===== config.mk =====
export PLATFORM = sky130hd
export DESIGN_NAME = task_time_stats_monitor
export DESIGN_NICKNAME = d
export VERILOG_FILES = /design/src/rtl/ttsm_pkg.sv /design/src/rtl/ttsm_ram.sv /design/src/rtl/ttsm_front.sv /design/src/rtl/ttsm_back.sv /design/src/rtl/task_time_stats_monitor.sv
export SDC_FILE = /design/constraint.sdc
export NUM_CORES = 1
export LEC_CHECK = 0
export BUFFER_PORTS_ARGS = -buffer_cell sky130_fd_sc_hd__buf_2
export CAP_MARGIN = 0
export CORE_MARGIN = 2
export CORE_UTILIZATION = 45
export CTS_CLUSTER_DIAMETER = 120
export DETAILED_ROUTE_END_ITERATION = 8
export GPL_ROUTABILITY_DRIVEN = 0
export PLACE_DENSITY = 0.68
export SLEW_MARGIN = 30
export SYNTH_ARGS = -nofsm -noshare
export SYNTH_HDL_FRONTEND = slang
export SYNTH_HIERARCHICAL = 1
export SYNTH_SLANG_ARGS = --single-unit

===== constraint.sdc =====
create_clock -name i_clk -period 18.1 [get_ports i_clk]
set_input_delay 1.81 -clock i_clk [delete_from_list [all_inputs] [get_ports i_clk]]
set_output_delay 1.81 -clock i_clk [all_outputs]
set_load 0.05 [all_outputs]

===== src/rtl/ttsm_pkg.sv =====
// package for the task time stats monitor
// item kinds, command and slot record types, register map indexes
// no dependencies
package ttsm_pkg;

    localparam int unsigned DATA_W     = 16;
    localparam int unsigned SLOT_IN_W  = 4;
    localparam int unsigned SLOT_CMD_W = 6;   // holds any slot of up to 64 slots
    localparam int unsigned REL_W      = 8;   // map offset past the fixed words
    localparam int unsigned CNT_W      = 32;

    // register map
    localparam logic [15:0] RIX_ZERO      = 16'd0;
    localparam logic [15:0] RIX_STACK     = 16'd1;
    localparam logic [15:0] RIX_CNT_LO    = 16'd2;
    localparam logic [15:0] RIX_CNT_HI    = 16'd3;
    localparam logic [15:0] RIX_TASKS     = 16'd4;
    localparam logic [15:0] RIX_SLOT_BASE = 16'd5;

    // reciprocal of three: (x * 171) >> 9 is exact for x below 512
    localparam logic [15:0] RECIP3       = 16'd171;
    localparam int unsigned RECIP3_SHIFT = 9;

    typedef enum logic [1:0] {
        MD_TICK  = 2'd0,
        MD_START = 2'd1,
        MD_STOP  = 2'd2,
        MD_READ  = 2'd3
    } t_mode;

    typedef enum logic [2:0] {
        OP_TICK,
        OP_START,
        OP_STOP,
        OP_CONST,
        OP_CNT_LO,
        OP_CNT_HI,
        OP_SLOT
    } t_op;

    typedef enum logic [1:0] {
        FS_MIN  = 2'd0,
        FS_LAST = 2'd1,
        FS_MAX  = 2'd2
    } t_fsel;

    typedef enum logic {
        BK_IDLE,
        BK_EXEC
    } t_back_state;

    typedef struct packed {
        t_op                     op;
        logic [SLOT_CMD_W-1:0]   slot;
        t_fsel                   fsel;
        logic [DATA_W-1:0]       time_us;
        logic [DATA_W-1:0]       data;
    } t_cmd;

    typedef struct packed {
        logic [DATA_W-1:0] start_stamp;
        logic [DATA_W-1:0] last_time;
        logic [DATA_W-1:0] min_time;
        logic [DATA_W-1:0] max_time;
    } t_rec;

    localparam t_rec REC_RESET = '{
        start_stamp: 16'h0000,
        last_time:   16'h0000,
        min_time:    16'hFFFF,
        max_time:    16'h0000
    };

endpackage


===== src/rtl/ttsm_ram.sv =====
// generic single write port, single read port ram with registered read
// no dependencies
module ttsm_ram #(
    parameter int unsigned WIDTH = 64,
    parameter int unsigned DEPTH = 9,
    parameter int unsigned AW    = (DEPTH > 1) ? $clog2(DEPTH) : 1
) (
    input  logic             i_clk,
    input  logic             i_we,
    input  logic [AW-1:0]    i_waddr,
    input  logic [WIDTH-1:0] i_wdata,
    input  logic [AW-1:0]    i_raddr,
    output logic [WIDTH-1:0] o_rdata
);

    logic [WIDTH-1:0] r_mem [DEPTH];
    logic [WIDTH-1:0] r_rdata;

    always_ff @(posedge i_clk) begin
        if (i_we) begin
            r_mem[i_waddr] <= i_wdata;
        end
        r_rdata <= r_mem[i_raddr];
    end

    assign o_rdata = r_rdata;

endmodule


===== src/rtl/ttsm_front.sv =====
// front end: accepts requests, decodes them into commands, two-entry queue
// depends on ttsm_pkg
module ttsm_front #(
    parameter int unsigned TASKS = 8
) (
    input  logic                             i_clk,
    input  logic                             i_rst_n,
    input  logic                             i_valid,
    output logic                             o_stall,
    input  logic [1:0]                       i_mode,
    input  logic [ttsm_pkg::SLOT_IN_W-1:0]   i_slot,
    input  logic [ttsm_pkg::DATA_W-1:0]      i_time_us,
    input  logic [ttsm_pkg::DATA_W-1:0]      i_read_index,
    input  logic [ttsm_pkg::DATA_W-1:0]      i_stack_peak,
    output logic                             o_cmd_valid,
    output ttsm_pkg::t_cmd                   o_cmd,
    input  logic                             i_cmd_pop
);

    localparam int unsigned SLOTS   = TASKS + 1;
    localparam logic [16:0] MAP_TOP = 17'(4 + 3 * SLOTS);

    ttsm_pkg::t_cmd  dec;
    ttsm_pkg::t_mode mode;
    logic            slot_ok;
    logic            in_map;
    logic [ttsm_pkg::REL_W-1:0] rel;
    logic [15:0]                prod;
    logic [ttsm_pkg::REL_W-1:0] quot;
    logic [ttsm_pkg::REL_W-1:0] quot3;
    logic [ttsm_pkg::REL_W-1:0] rem;

    ttsm_pkg::t_cmd r_q [2];
    logic           r_wp;
    logic           r_rp;
    logic [1:0]     r_cnt;
    logic           push;

    // request decode
    always_comb begin
        mode    = ttsm_pkg::t_mode'(i_mode);
        slot_ok = ({3'b000, i_slot} < 7'(SLOTS));
        in_map  = ({1'b0, i_read_index} >= {1'b0, ttsm_pkg::RIX_SLOT_BASE})
                  && ({1'b0, i_read_index} <= MAP_TOP);
        rel     = i_read_index[ttsm_pkg::REL_W-1:0]
                  - ttsm_pkg::RIX_SLOT_BASE[ttsm_pkg::REL_W-1:0];
        prod    = 16'(rel) * ttsm_pkg::RECIP3;
        quot    = ttsm_pkg::REL_W'(prod >> ttsm_pkg::RECIP3_SHIFT);
        quot3   = ttsm_pkg::REL_W'({quot, 1'b0} + {1'b0, quot});
        rem     = rel - quot3;

        dec         = '0;
        dec.time_us = i_time_us;
        dec.slot    = ttsm_pkg::SLOT_CMD_W'(i_slot);
        dec.fsel    = ttsm_pkg::FS_MIN;
        dec.op      = ttsm_pkg::OP_CONST;
        dec.data    = '0;
        unique case (mode)
            ttsm_pkg::MD_TICK: begin
                dec.op = ttsm_pkg::OP_TICK;
            end
            ttsm_pkg::MD_START: begin
                dec.op = slot_ok ? ttsm_pkg::OP_START : ttsm_pkg::OP_CONST;
            end
            ttsm_pkg::MD_STOP: begin
                dec.op = slot_ok ? ttsm_pkg::OP_STOP : ttsm_pkg::OP_CONST;
            end
            ttsm_pkg::MD_READ: begin
                priority if (i_read_index == ttsm_pkg::RIX_ZERO) begin
                    dec.op = ttsm_pkg::OP_CONST;
                end else if (i_read_index == ttsm_pkg::RIX_STACK) begin
                    dec.data = i_stack_peak;
                end else if (i_read_index == ttsm_pkg::RIX_CNT_LO) begin
                    dec.op = ttsm_pkg::OP_CNT_LO;
                end else if (i_read_index == ttsm_pkg::RIX_CNT_HI) begin
                    dec.op = ttsm_pkg::OP_CNT_HI;
                end else if (i_read_index == ttsm_pkg::RIX_TASKS) begin
                    dec.data = 16'(TASKS);
                end else if (in_map) begin
                    dec.op   = ttsm_pkg::OP_SLOT;
                    dec.slot = ttsm_pkg::SLOT_CMD_W'(quot);
                    dec.fsel = ttsm_pkg::t_fsel'(rem[1:0]);
                end else begin
                    dec.op = ttsm_pkg::OP_CONST;
                end
            end
            default: begin
                dec.op = ttsm_pkg::OP_CONST;
            end
        endcase
    end

    assign o_stall     = (r_cnt == 2'd2);
    assign push        = i_valid && !o_stall;
    assign o_cmd_valid = (r_cnt != 2'd0);
    assign o_cmd       = r_q[r_rp];

    always_ff @(posedge i_clk) begin
        if (!i_rst_n) begin
            r_wp  <= 1'b0;
            r_rp  <= 1'b0;
            r_cnt <= 2'd0;
        end else begin
            if (push) begin
                r_wp <= ~r_wp;
            end
            if (i_cmd_pop) begin
                r_rp <= ~r_rp;
            end
            unique case ({push, i_cmd_pop})
                2'b10:   r_cnt <= r_cnt + 2'd1;
                2'b01:   r_cnt <= r_cnt - 2'd1;
                default: r_cnt <= r_cnt;
            endcase
        end
    end

    always_ff @(posedge i_clk) begin
        if (push) begin
            r_q[r_wp] <= dec;
        end
    end

endmodule


===== src/rtl/ttsm_back.sv =====
// back end: executes commands against the slot record ram, holds the result
// depends on ttsm_pkg and ttsm_ram
module ttsm_back #(
    parameter int unsigned TASKS = 8
) (
    input  logic                         i_clk,
    input  logic                         i_rst_n,
    input  logic                         i_cmd_valid,
    input  ttsm_pkg::t_cmd               i_cmd,
    output logic                         o_cmd_pop,
    output logic                         o_valid,
    input  logic                         i_stall,
    output logic [ttsm_pkg::DATA_W-1:0]  o_read_data,
    output logic [ttsm_pkg::DATA_W-1:0]  o_elapsed_us
);

    localparam int unsigned SLOTS  = TASKS + 1;
    localparam int unsigned SLOT_W = $clog2(SLOTS);
    localparam int unsigned REC_W  = $bits(ttsm_pkg::t_rec);

    ttsm_pkg::t_back_state r_state, n_state;
    ttsm_pkg::t_cmd        r_cmd, n_cmd;
    logic [SLOTS-1:0]      r_vld, n_vld;
    logic [ttsm_pkg::CNT_W-1:0] r_cycle, n_cycle;
    logic                  r_done, n_done;
    logic                  r_out_valid, n_out_valid;
    logic [ttsm_pkg::DATA_W-1:0] r_read_data, n_read_data;
    logic [ttsm_pkg::DATA_W-1:0] r_elapsed, n_elapsed;

    logic [SLOT_W-1:0]     addr;
    logic [REC_W-1:0]      rdata;
    ttsm_pkg::t_rec        entry;
    ttsm_pkg::t_rec        wrec;
    logic                  we;
    logic [ttsm_pkg::DATA_W-1:0] elapsed;

    assign addr = r_cmd.slot[SLOT_W-1:0];

    ttsm_ram #(
        .WIDTH (REC_W),
        .DEPTH (SLOTS),
        .AW    (SLOT_W)
    ) u_rec_ram (
        .i_clk   (i_clk),
        .i_we    (we),
        .i_waddr (addr),
        .i_wdata (wrec),
        .i_raddr (i_cmd.slot[SLOT_W-1:0]),
        .o_rdata (rdata)
    );

    // a record never written reads as its reset value
    assign entry   = r_vld[addr] ? ttsm_pkg::t_rec'(rdata) : ttsm_pkg::REC_RESET;
    assign elapsed = r_cmd.time_us - entry.start_stamp;

    always_comb begin
        n_state     = r_state;
        n_cmd       = r_cmd;
        n_vld       = r_vld;
        n_cycle     = r_cycle;
        n_done      = r_done;
        n_out_valid = r_out_valid && i_stall;
        n_read_data = r_read_data;
        n_elapsed   = r_elapsed;
        o_cmd_pop   = 1'b0;
        we          = 1'b0;
        wrec        = entry;
        unique case (r_state)
            ttsm_pkg::BK_IDLE: begin
                // the ram read is issued here so the record is ready in exec
                if (i_cmd_valid && (!r_out_valid || !i_stall)) begin
                    o_cmd_pop = 1'b1;
                    n_cmd     = i_cmd;
                    n_state   = ttsm_pkg::BK_EXEC;
                end
            end
            ttsm_pkg::BK_EXEC: begin
                n_state     = ttsm_pkg::BK_IDLE;
                n_out_valid = 1'b1;
                n_read_data = '0;
                n_elapsed   = '0;
                unique case (r_cmd.op)
                    ttsm_pkg::OP_TICK: begin
                        n_cycle = r_cycle + 32'd1;
                    end
                    ttsm_pkg::OP_START: begin
                        we               = 1'b1;
                        wrec.start_stamp = r_cmd.time_us;
                        n_vld[addr]      = 1'b1;
                    end
                    ttsm_pkg::OP_STOP: begin
                        we             = 1'b1;
                        n_vld[addr]    = 1'b1;
                        n_elapsed      = elapsed;
                        wrec.last_time = elapsed;
                        if (elapsed < entry.min_time) begin
                            wrec.min_time = elapsed;
                        end
                        if (!r_done) begin
                            // first pass: maxima are not kept yet
                            wrec.max_time = '0;
                            if (r_cmd.slot == ttsm_pkg::SLOT_CMD_W'(TASKS)) begin
                                n_done = 1'b1;
                            end
                        end else if (elapsed > entry.max_time) begin
                            wrec.max_time = elapsed;
                        end
                    end
                    ttsm_pkg::OP_CONST: begin
                        n_read_data = r_cmd.data;
                    end
                    ttsm_pkg::OP_CNT_LO: begin
                        n_read_data = r_cycle[15:0];
                    end
                    ttsm_pkg::OP_CNT_HI: begin
                        n_read_data = r_cycle[31:16];
                    end
                    ttsm_pkg::OP_SLOT: begin
                        unique case (r_cmd.fsel)
                            ttsm_pkg::FS_MIN:  n_read_data = entry.min_time;
                            ttsm_pkg::FS_LAST: n_read_data = entry.last_time;
                            ttsm_pkg::FS_MAX:  n_read_data = entry.max_time;
                            default:           n_read_data = '0;
                        endcase
                    end
                    default: begin
                        n_read_data = '0;
                    end
                endcase
            end
            default: begin
                n_state = ttsm_pkg::BK_IDLE;
            end
        endcase
    end

    always_ff @(posedge i_clk) begin
        if (!i_rst_n) begin
            r_state     <= ttsm_pkg::BK_IDLE;
            r_vld       <= '0;
            r_cycle     <= '0;
            r_done      <= 1'b0;
            r_out_valid <= 1'b0;
        end else begin
            r_state     <= n_state;
            r_vld       <= n_vld;
            r_cycle     <= n_cycle;
            r_done      <= n_done;
            r_out_valid <= n_out_valid;
        end
    end

    always_ff @(posedge i_clk) begin
        r_cmd       <= n_cmd;
        r_read_data <= n_read_data;
        r_elapsed   <= n_elapsed;
    end

    assign o_valid      = r_out_valid;
    assign o_read_data  = r_read_data;
    assign o_elapsed_us = r_elapsed;

endmodule


===== src/rtl/task_time_stats_monitor.sv =====
// a result is registered after its request passes the front queue and the exec state
// the back end takes a new command only in its idle state, after the last one has run
// its exec state, as the registered read and the write-back of a slot record require
// a two-entry queue keeps accepting, until it is full, while a result waits at the output
// reset is synchronous, active low; slot records read their reset values
// through per-slot valid bits, so no clearing pass runs after reset
module task_time_stats_monitor #(
    parameter int unsigned TASKS = 8
) (
    input  logic                            i_clk,
    input  logic                            i_rst_n,
    input  logic                            i_valid,
    output logic                            o_stall,
    input  logic [1:0]                      i_mode,
    input  logic [ttsm_pkg::SLOT_IN_W-1:0]  i_slot,
    input  logic [ttsm_pkg::DATA_W-1:0]     i_time_us,
    input  logic [ttsm_pkg::DATA_W-1:0]     i_read_index,
    input  logic [ttsm_pkg::DATA_W-1:0]     i_stack_peak,
    output logic                            o_valid,
    input  logic                            i_stall,
    output logic [ttsm_pkg::DATA_W-1:0]     o_read_data,
    output logic [ttsm_pkg::DATA_W-1:0]     o_elapsed_us
);

    logic           cmd_valid;
    logic           cmd_pop;
    ttsm_pkg::t_cmd cmd;

    ttsm_front #(
        .TASKS (TASKS)
    ) u_front (
        .i_clk        (i_clk),
        .i_rst_n      (i_rst_n),
        .i_valid      (i_valid),
        .o_stall      (o_stall),
        .i_mode       (i_mode),
        .i_slot       (i_slot),
        .i_time_us    (i_time_us),
        .i_read_index (i_read_index),
        .i_stack_peak (i_stack_peak),
        .o_cmd_valid  (cmd_valid),
        .o_cmd        (cmd),
        .i_cmd_pop    (cmd_pop)
    );

    ttsm_back #(
        .TASKS (TASKS)
    ) u_back (
        .i_clk        (i_clk),
        .i_rst_n      (i_rst_n),
        .i_cmd_valid  (cmd_valid),
        .i_cmd        (cmd),
        .o_cmd_pop    (cmd_pop),
        .o_valid      (o_valid),
        .i_stall      (i_stall),
        .o_read_data  (o_read_data),
        .o_elapsed_us (o_elapsed_us)
    );

endmodule


==> Word level (Yosys, flattened, before mapping) <==
Memories as Yosys holds them, arrays and structs flattened. A register that Yosys moved wholly into a read port is not among the register bits.
Cells that the tools add are included.
{ "op_classes": {"muxes": 48, "n_reduce_logical": 20, "addsub": 7, "n_lt_le_gt_ge": 7, "n_eq_ne": 19, "n_bitwise": 4, "n_mul": 1} }
{ "op_table": {"columns": ["cell", "n"], "rows": [
  ["2-to-1 mux 16 bit", 9],
  ["2-to-1 mux 64 bit", 2],
  ["case mux 16 bit (4 select lines)", 1],
  ["2-to-1 mux 48 bit", 1],
  ["case mux 16 bit (3 select lines)", 1],
  ["2-to-1 mux 8 bit", 5],
  ["adder 32 x 1 -> 32 bit, second input constant", 1],
  ["equality test 16 x 2 -> 1 bit, second input constant", 2],
  ["2-to-1 mux 11 bit", 2],
  ["equality test 16 x 1 -> 1 bit, second input constant", 1],
  ["equality test 16 x 3 -> 1 bit, second input constant", 1],
  ["greater-or-equal comparator 16 x 3 -> 1 bit, second input constant", 1],
  ["greater-than comparator 16 bit", 1],
  ["less-or-equal comparator 16 x 5 -> 1 bit, second input constant", 1],
  ["logical NOT 16 bit", 1],
  ["< comparator 16 bit", 1],
  ["2-to-1 mux 1 bit", 16],
  ["subtractor 16 bit", 1],
  ["multiplier 8 x 8 -> 15 bit, second input constant", 1],
  ["2-to-1 mux 3 bit", 4],
  ["case mux 3 bit (4 select lines)", 1],
  ["equality test 2 bit, second input constant", 5],
  ["equality test 3 bit, second input constant", 3],
  ["OR 9 bit", 1],
  ["27 further kinds", 43]
]} }
{ "word_totals": {"ff_bits": 123, "memories": 2, "elab_cells": 123, "ram_bits": 662, "inputBits": 58, "out_inout_bits": 34} }
{ "mem_list": {"columns": ["name", "words", "width", "rd", "rd_ports_with_merged_regs", "write_ports", "line_no", "text"], "rows": [
  ["u_back.u_rec_ram.r_mem", 9, 64, 1, 1, 1, "ttsm_ram.sv:16", "logic [WIDTH-1:0] r_mem [DEPTH];"],
  ["u_front.r_q", 2, 43, 1, 1, 1, "ttsm_front.sv:33", "ttsm_pkg::t_cmd r_q [2];"]
]} }

==> Longest topological paths before layout <==
Gate-level depths: netlist (run 1).
{ "logic_depth": {"ltp_word": 11, "ltp_mapped": 26, "depth_no_buf": 23} }

==> Hierarchy <==
The synthesis (run 1) kept the hierarchy.
{ "by_module_without_submodules": {"columns": ["mod", "cells_each", "area_per_inst_um2", "seq_area_each_um2", "instances"], "rows": [
  ["ttsm_ram", 1240, 23909.2, 18577.8, 1],
  ["ttsm_back", 794, 7533.5, 3133.0, 1],
  ["ttsm_front", 360, 4994.8, 2682.6, 1]
]} }

==> Least setup slack after synthesis (run 1) <==
OpenSTA, ideal clock, no wires.
{ "synth_timing": {"path_kind": "register to register", "start": "register u_back.r_state", "end": "memory u_back.u_rec_ram.r_mem[8][0], enable pin", "path_buffers": 0, "setup_ns": 0.644, "synth_period_minus_slack_ns": 8.714, "t_required_ns": 17.456, "t_arrival_ns": 8.070, "slack_ns": 9.386, "stages_incl_launch_ff": 6, "path_cell_list": "dfxtp_1 nor4bb_1 nor2_1 inv_1 nand2_1 nor4_1"} }
{ "synth_via": {"elab_chain_len": 3} }
{ "synth_rtl": {"columns": ["item", "line_no", "text"], "rows": [
  ["from (decl)", "ttsm_back.sv:21", "ttsm_pkg::t_back_state r_state, n_state;"],
  ["from (signal assigned)", "ttsm_back.sv:139", "r_state <= ttsm_pkg::BK_IDLE;"],
  ["from (signal assigned)", "ttsm_back.sv:145", "r_state <= n_state;"],
  ["2-to-1 mux 1 bit", "ttsm_back.sv:68", "unique case (r_state)"],
  ["named net u_back.we", "ttsm_back.sv:34", "logic we;"],
  ["2-to-1 mux 1 bit", "ttsm_ram.sv:20", "if (i_we) begin"],
  ["2-to-1 mux 1 bit (implied by the code)", "ttsm_ram.sv:21", "r_mem[i_waddr] <= i_wdata;"],
  ["to (decl)", "ttsm_ram.sv:16", null]
]} }
The timed path passes the listed nets, and every way through them passes these cells.

==> results of run 1 <==
## through the flow
step | power (mW) | hold WS, ns | worst slack [ns] | cell area, µm²
6_report | 6.41 | 0.446 | 9.55 | 40900
3_5_place_dp | 4.67 | 0.441 | 9.76 | 38000
5_1_grt | 6.69 | 0.468 | 9.16 | 40900
4_1_cts | 6.41 | 0.445 | 9.73 | 40800
2_1_floorplan | 3.98 | 0.427 | 9.39 | 36400
3_3_place_gp | 4.61 | 0.433 | 10.07 | 37900
## state kept, by name (all words and copies together), names as in the netlist, 2 cells and up, named ones only
signal and flops:
u_back/r_cmd 39, u_back/r_cycle 32, u_back/r_vld 9, u_back/o_elapsed_us 16
u_back/u_rec_ram/o_rdata 64, u_front/r_q 86, u_back/u_rec_ram/r_mem 576, u_front/r_cnt 2
u_back/addr 4, u_back/o_read_data 16
## layer usage
layer,vias to the layer above,track usage [%],routed length (µm)
met5,-,0,0
met4,0,6.80,2190
met3,127,3.15,5550
met2,718,33.6,40800
met1,10634,27.4,36300
li1,9423,-,-
## area by class of cell
cell class	count	area [µm²]
clock buffers	117	2350
flip-flops and latches	850	24400
repair buffers	138	918
multi-input cells	1365	11300
fillers	6521	39400
inverters	52	195
well taps	1060	1330
clock inverters	39	437
diodes	1	2.50
## power by group through the flow
stage                     logic, mW  clock network [mW]  registers, mW
after global routing           2.20                1.86           2.63
after floorplan                1.35                   0           2.63
after global placement         1.94                   0           2.66
after CTS                      2.02                1.77           2.62
final                          2.04                1.74           2.62
after detailed placement       2.01                   0           2.65
## synthesized netlist by cell type (9+ instances only)
cell	count
o311ai_1	10
buf_6	18
nor3_1	11
and3_1	12
ha_1	89
nor2b_1	14
o21a_1	15
mux2i_1	161
nand2b_1	16
inv_1	52
fa_1	12
a22o_1	65
o31ai_2	64
nand4_1	10
o22ai_1	80
mux2_2	173
nor2_1	93
nand2_1	153
nand3_1	46
xor2_1	20
or3_1	10
o211ai_1	9
o21ai_0	58
a21o_1	12
dfxtp_1	113
and2_1	52
o2111ai_1	14
a22oi_1	16
clkbuf_1	75
buf_1	14
xnor2_1	41
edfxtp_1	737
a221o_1	17
a21oi_1	24
## critical path: cells and delay by family (launching register included)
kind | cells | cell delay (ns)
compound gates | 7 | 3.01
fa+ha+maj | 3 | 0.91
flops | 1 | 0.60
buf+inv | 3 | 0.92
simple gates | 8 | 1.71
xor+xnor | 1 | 0.55
mux | 1 | 0.45
## cell families (layout without fill, tap and decap cells)
family,count (synthesis),count (layout),share of synthesized area [%]
flops,850,850,66.9
simple gates,446,446,5.97
compound gates,418,418,9.24
mux,338,338,9.98
buf+inv,179,346,2.63
fa+ha+maj,101,101,3.72
xor+xnor,62,62,1.51
other cells,0,1,0
## worst max-delay path by stage
| stage | start | cells after the start | to | slack, ns |
|---|---|---|---|---|
| final | u_back/addr[0] | 23 | u_back/u_rec_ram/r_mem[4][14] | 9.55 |
| after global routing | u_back/addr[0] | 21 | u_back/u_rec_ram/r_mem[8][10] | 9.16 |
| after CTS | u_back/addr[0] | 23 | u_back/u_rec_ram/r_mem[0][12] | 9.73 |
| after detailed placement | u_back/addr[0] | 23 | u_back/u_rec_ram/r_mem[6][12] | 9.76 |
| after global placement | u_back/addr[0] | 23 | u_back/u_rec_ram/r_mem[0][12] | 10.07 |
| after floorplan | u_back/r_state | 5 | u_back/u_rec_ram/r_mem[8][0] | 9.39 |
==> flow_summary.yaml, run 1 <==
die:
  ios: 92
  fp.coreArea_um2: 80300
  die_w_um: 289
  die-area_um2: 83300
  placementRows: 104
  die_y_um: 289
  start_util_pct: 45.4
logic_synthesis:
  yosysTopAreaCellShare_pct: 60.7
  yosysSeqAreaShare_pct: 66.9
  ys_types: 78
  synthCells: 2394
  syn_nets: 2553
  synthTopCellsByArea: "edfxtp_1 61%, dfxtp_1 6.2%, mux2_2 5.3%"
  synth_seq_cells: 850
  synth-edff-count: 737
  synthArstFlopShare_pct: 0
  synth.avg_cell_area_um2: 15.2
  synth_area_leader_cell: "edfxtp_1"
  netlist_area_um2: 36400
  yosysWarnings: 6
  synth_flop_cell: "edfxtp_1"
clock_tree:
  cts_tree: "built"
  clockBufferDepth: 3
  clock_latency_ns: 0.63
  cts_buffers: 84
  clk_pin_slew_worst_paths_ns: 0.06
  ctsResizeCount: 0
  cts_sinks: 850
  cts_setup_buffers: 0
  root_buffer: "clkbuf_16"
  htreeDepth: 3
  ctsHoldBuffers: 0
timing:
  finalCritPeriodShare_pct: 47.2
  min_period_ns: 8.55
  rsz0062_at_grt: "false"
  worst_slew_pin_slew_ns: 1.00
  setup_viol: 0
  fmax_mhz: 117
  fin_setup_tns_ns: 0
  relSlewSlack_pct: 32.8
  slew_violations: 0
  clock_skew_ns: 0.0189
  hold_viol: 0
layout:
  stdcell_count: 3622
  drive_gt1_share_pct: 21.3
  final_common_cell: "edfxtp_1"
  layout_common_cells: "737 x edfxtp_1, 171 x mux2_2, 161 x mux2i_1"
  final_util_pct: 50.9
  nets: 2650
  syn_to_final_growth_pct: 12.2
routing:
  drt-initial-drc-count: 1708
  routed_wl_um: 84800
  drtPass1Iterations: 5
  viasPerCell: 5.77
  wl_per_cell_um: 23.4
  num_vias: 20902
  remaining_drc_errors: 0
  antenna_left: 0
critical_path:
  reg2reg_depth: 23
  worst-r2r-setup-slack_ns: 9.55
  cp_max_fo: 72
  crit_required_ns: 18.38
  end_kind: "flop"
  start_kind: "flop"
  cp.arrival_ns: 8.83
  cpMostUsedCell: "nand2_1"
  path_class: "reg -> reg"
  crit_chain: "mux4_2 > nand2b_2 > a22oi_2 > buf_4 > and2_1 > ha_1 > inv_1 > fa_1 > nand3_1 > nand2_1 > a41o_1 > a311oi_2 > nand2_1 > a31o_2 > a21oi_1 > xor2_1 > inv_1 > ha_1 > and4_1 > nand2_1 > o41a_1 > or2_1 > o311ai_1"
  r2r_start: "u_back/addr[0]"
  cpMaxStageDelayCell: "o311ai_1"
  r2r-end: "u_back/u_rec_ram/r_mem[4][14]"
  slowest_delay_ns: 0.95
global_route:
  grt_use_total_pct: 20.3
  grt_pass1_vias: 21222
  overflow: 0
  grt_max_degree: 161
  grt_pass1_wl_um: 128000
  antenna_found_initial: 1
pwr:
  combPwrFrac_pct: 31.9
  p_switching_mw: 2.22
  seq_power_share_pct: 40.9
  pwr-share-clk_pct: 27.2
  p_int_mw: 4.19
  power_per_cell_area_nw_per_um2: 157
  p_leak_nw: 14.4
  peakVddDrop_mv: 0.115
  netSwitchingFraction_pct: 34.6
outcome:
  status: "finished clean"
placement:
  dp_hpwl_um: 49300
  numPortBuffers: 91
  place_inst: 3463
worst_hold_path:
  holdPathStages: 2
  min_to: "u_back/u_rec_ram/o_rdata[49]"
  min-delay-path-class: "reg -> reg"
  worstHoldStart: "u_back/u_rec_ram/r_mem[8][49]"
run:
  maxCapViolCount: 0
No activity file was read; power rests on OpenSTA's default activity.
==> inputs of run 2 (changes only) <==
- clock period: 18.1 -> 8.4 ns (I/O delays scaled with it)
==> flow_summary.yaml, run 2 (synthesis results as in run 1) <==
critical_path:
  crit_required_ns: 8.70
  end_kind: "flop"
  worst-r2r-setup-slack_ns: 0.86
  cp_max_fo: 17
  r2r_start: "u_back/addr[0]"
  cp.arrival_ns: 7.84
  start_kind: "flop"
  path_class: "reg -> reg"
  r2r-end: "u_back/u_rec_ram/r_mem[7][14]"
  slowest_delay_ns: 0.83
  reg2reg_depth: 25
  cpMaxStageDelayCell: "o311ai_1"
layout:
  drive_gt1_share_pct: 21.5
  antenna_cells: 0
  layout_common_cells: "737 x edfxtp_1, 171 x mux2_2, 161 x mux2i_1"
  nets: 2654
  seqCellArea_um2: 24400
  final_common_cell: "edfxtp_1"
  multi_input_area_um2: 11300
  nFillCells: 6509
  largest_register_ffs: 576
  syn_to_final_growth_pct: 12.0
  largest_register: "u_back/u_rec_ram/r_mem"
run:
  maxCapViolCount: 0
timing:
  worst_slew_pin_slew_ns: 0.974
  rsz0062_at_grt: "false"
  min_period_ns: 7.54
  fmax_mhz: 133
  relSlewSlack_pct: 34.9
  fin_setup_tns_ns: 0
  slew_violations: 0
  hold_viol: 0
  setup_ws_ns: 0.856
  setup_viol: 0
  finalCritPeriodShare_pct: 89.8
  clock_skew_ns: 0.0337
worst_hold_path:
  holdPathStages: 1
  min_to: "u_front/r_q[1][25]"
  min-delay-path-class: "in -> reg"
  worstHoldStart: "i_time_us[9]"
routing:
  num_vias: 20826
  viasPerCell: 5.75
  wl_per_cell_um: 23.8
  drtPass1Iterations: 7
  remaining_drc_errors: 0
  drt-initial-drc-count: 1908
  routed_wl_um: 86400
  antenna_left: 0
die:
  fp.coreArea_um2: 80300
  die-area_um2: 83300
  die_w_um: 289
  start_util_pct: 45.4
  die_y_um: 289
  placementRows: 104
  ios: 92
placement:
  numPortBuffers: 91
  place_ws_ns: 1.00
  dp_hpwl_um: 51100
clock_tree:
  cts_tree: "built"
  cts_buffers: 82
  clockBufferDepth: 3
  clk_pin_slew_worst_paths_ns: 0.06
  root_buffer: "clkbuf_16"
  ctsHoldBuffers: 0
  clock_latency_ns: 0.64
  cts_sinks: 850
  htreeDepth: 3
  cts_setup_buffers: 0
  ctsResizeCount: 0
pwr:
  p_leak_nw: 14.4
  power_per_cell_area_nw_per_um2: 339
  peakVddDrop_mv: 0.206
global_route:
  grt_pass1_vias: 21471
  grt_pass1_wl_um: 130000
  overflow: 0
  grt_use_total_pct: 20.7
  antenna_found_initial: 2
  grt_max_degree: 110
outcome:
  status: "finished clean"
## run 2: cell types whose count changed in the layout (fill, tap and decap cells not counted), sizes merged
cell	previous run	this run
buf	138	144
bufinv	8	7
clkbuf	117	112
clkinv	24	27
clkinvlp	4	2
diode	1	0
inv	55	56
## run 2: worst max-delay path by stage
stage	start	endpoint	slack, ns
after floorplan	u_back/r_state	u_back/u_rec_ram/r_mem[0][0]	1.03
after global placement	u_back/addr[0]	u_back/u_rec_ram/r_mem[7][8]	1.09
final	u_back/addr[0]	u_back/u_rec_ram/r_mem[7][14]	0.86
after detailed placement	u_back/addr[0]	u_back/u_rec_ram/r_mem[3][12]	1.00
after CTS	u_back/addr[0]	u_back/u_rec_ram/r_mem[1][12]	0.96
after global routing	u_back/addr[0]	u_back/u_rec_ram/r_mem[5][11]	0.49
## run 2: area by class of cell
class                           instances  area share, %
Clock buffer                          112           5.60
Clock inverter                         40           1.01
Inverter                               52          0.478
Multi-Input combinational cell       1365           27.7
Sequential cell                       850           59.8
Tap cell                             1060           3.25
Timing Repair Buffer                  144           2.19
## run 2: per-stage QoR
step	cells	hold WS [ns]	util (%)	total power, mW	cell area, µm²
floorplan	2394	0.427	-	8.58	36400
global placement	3468	0.434	47.3	10.0	38000
detailed placement	3470	0.441	47.4	10.1	38000
CTS	3622	0.375	50.7	13.8	40700
global route	3623	0.394	50.8	14.4	40800
finish	3623	0.407	50.8	13.8	40800
## run 2: critical path: cells and delay by family, from the launching register on
family | cells | cell delay (ns)
buf+inv | 5 | 0.80
simple gates | 8 | 1.41
fa+ha+maj | 3 | 0.86
flops | 1 | 0.63
compound gates | 7 | 2.90
xor+xnor | 1 | 0.17
mux | 1 | 0.45
## run 2: layer usage
layer / wire [µm] / track usage [%]
met4: 2290 / 6.61
met5: 13 / 0
met3: 5430 / 3.13
met1: 36700 / 28.0
met2: 41900 / 34.6
## run 2: power breakdown
group | internal, mW | total, mW | switching [mW]
registers | 5.34 | 5.64 | 0.307
logic | 1.53 | 4.52 | 2.99
clock network | 2.13 | 3.67 | 1.54
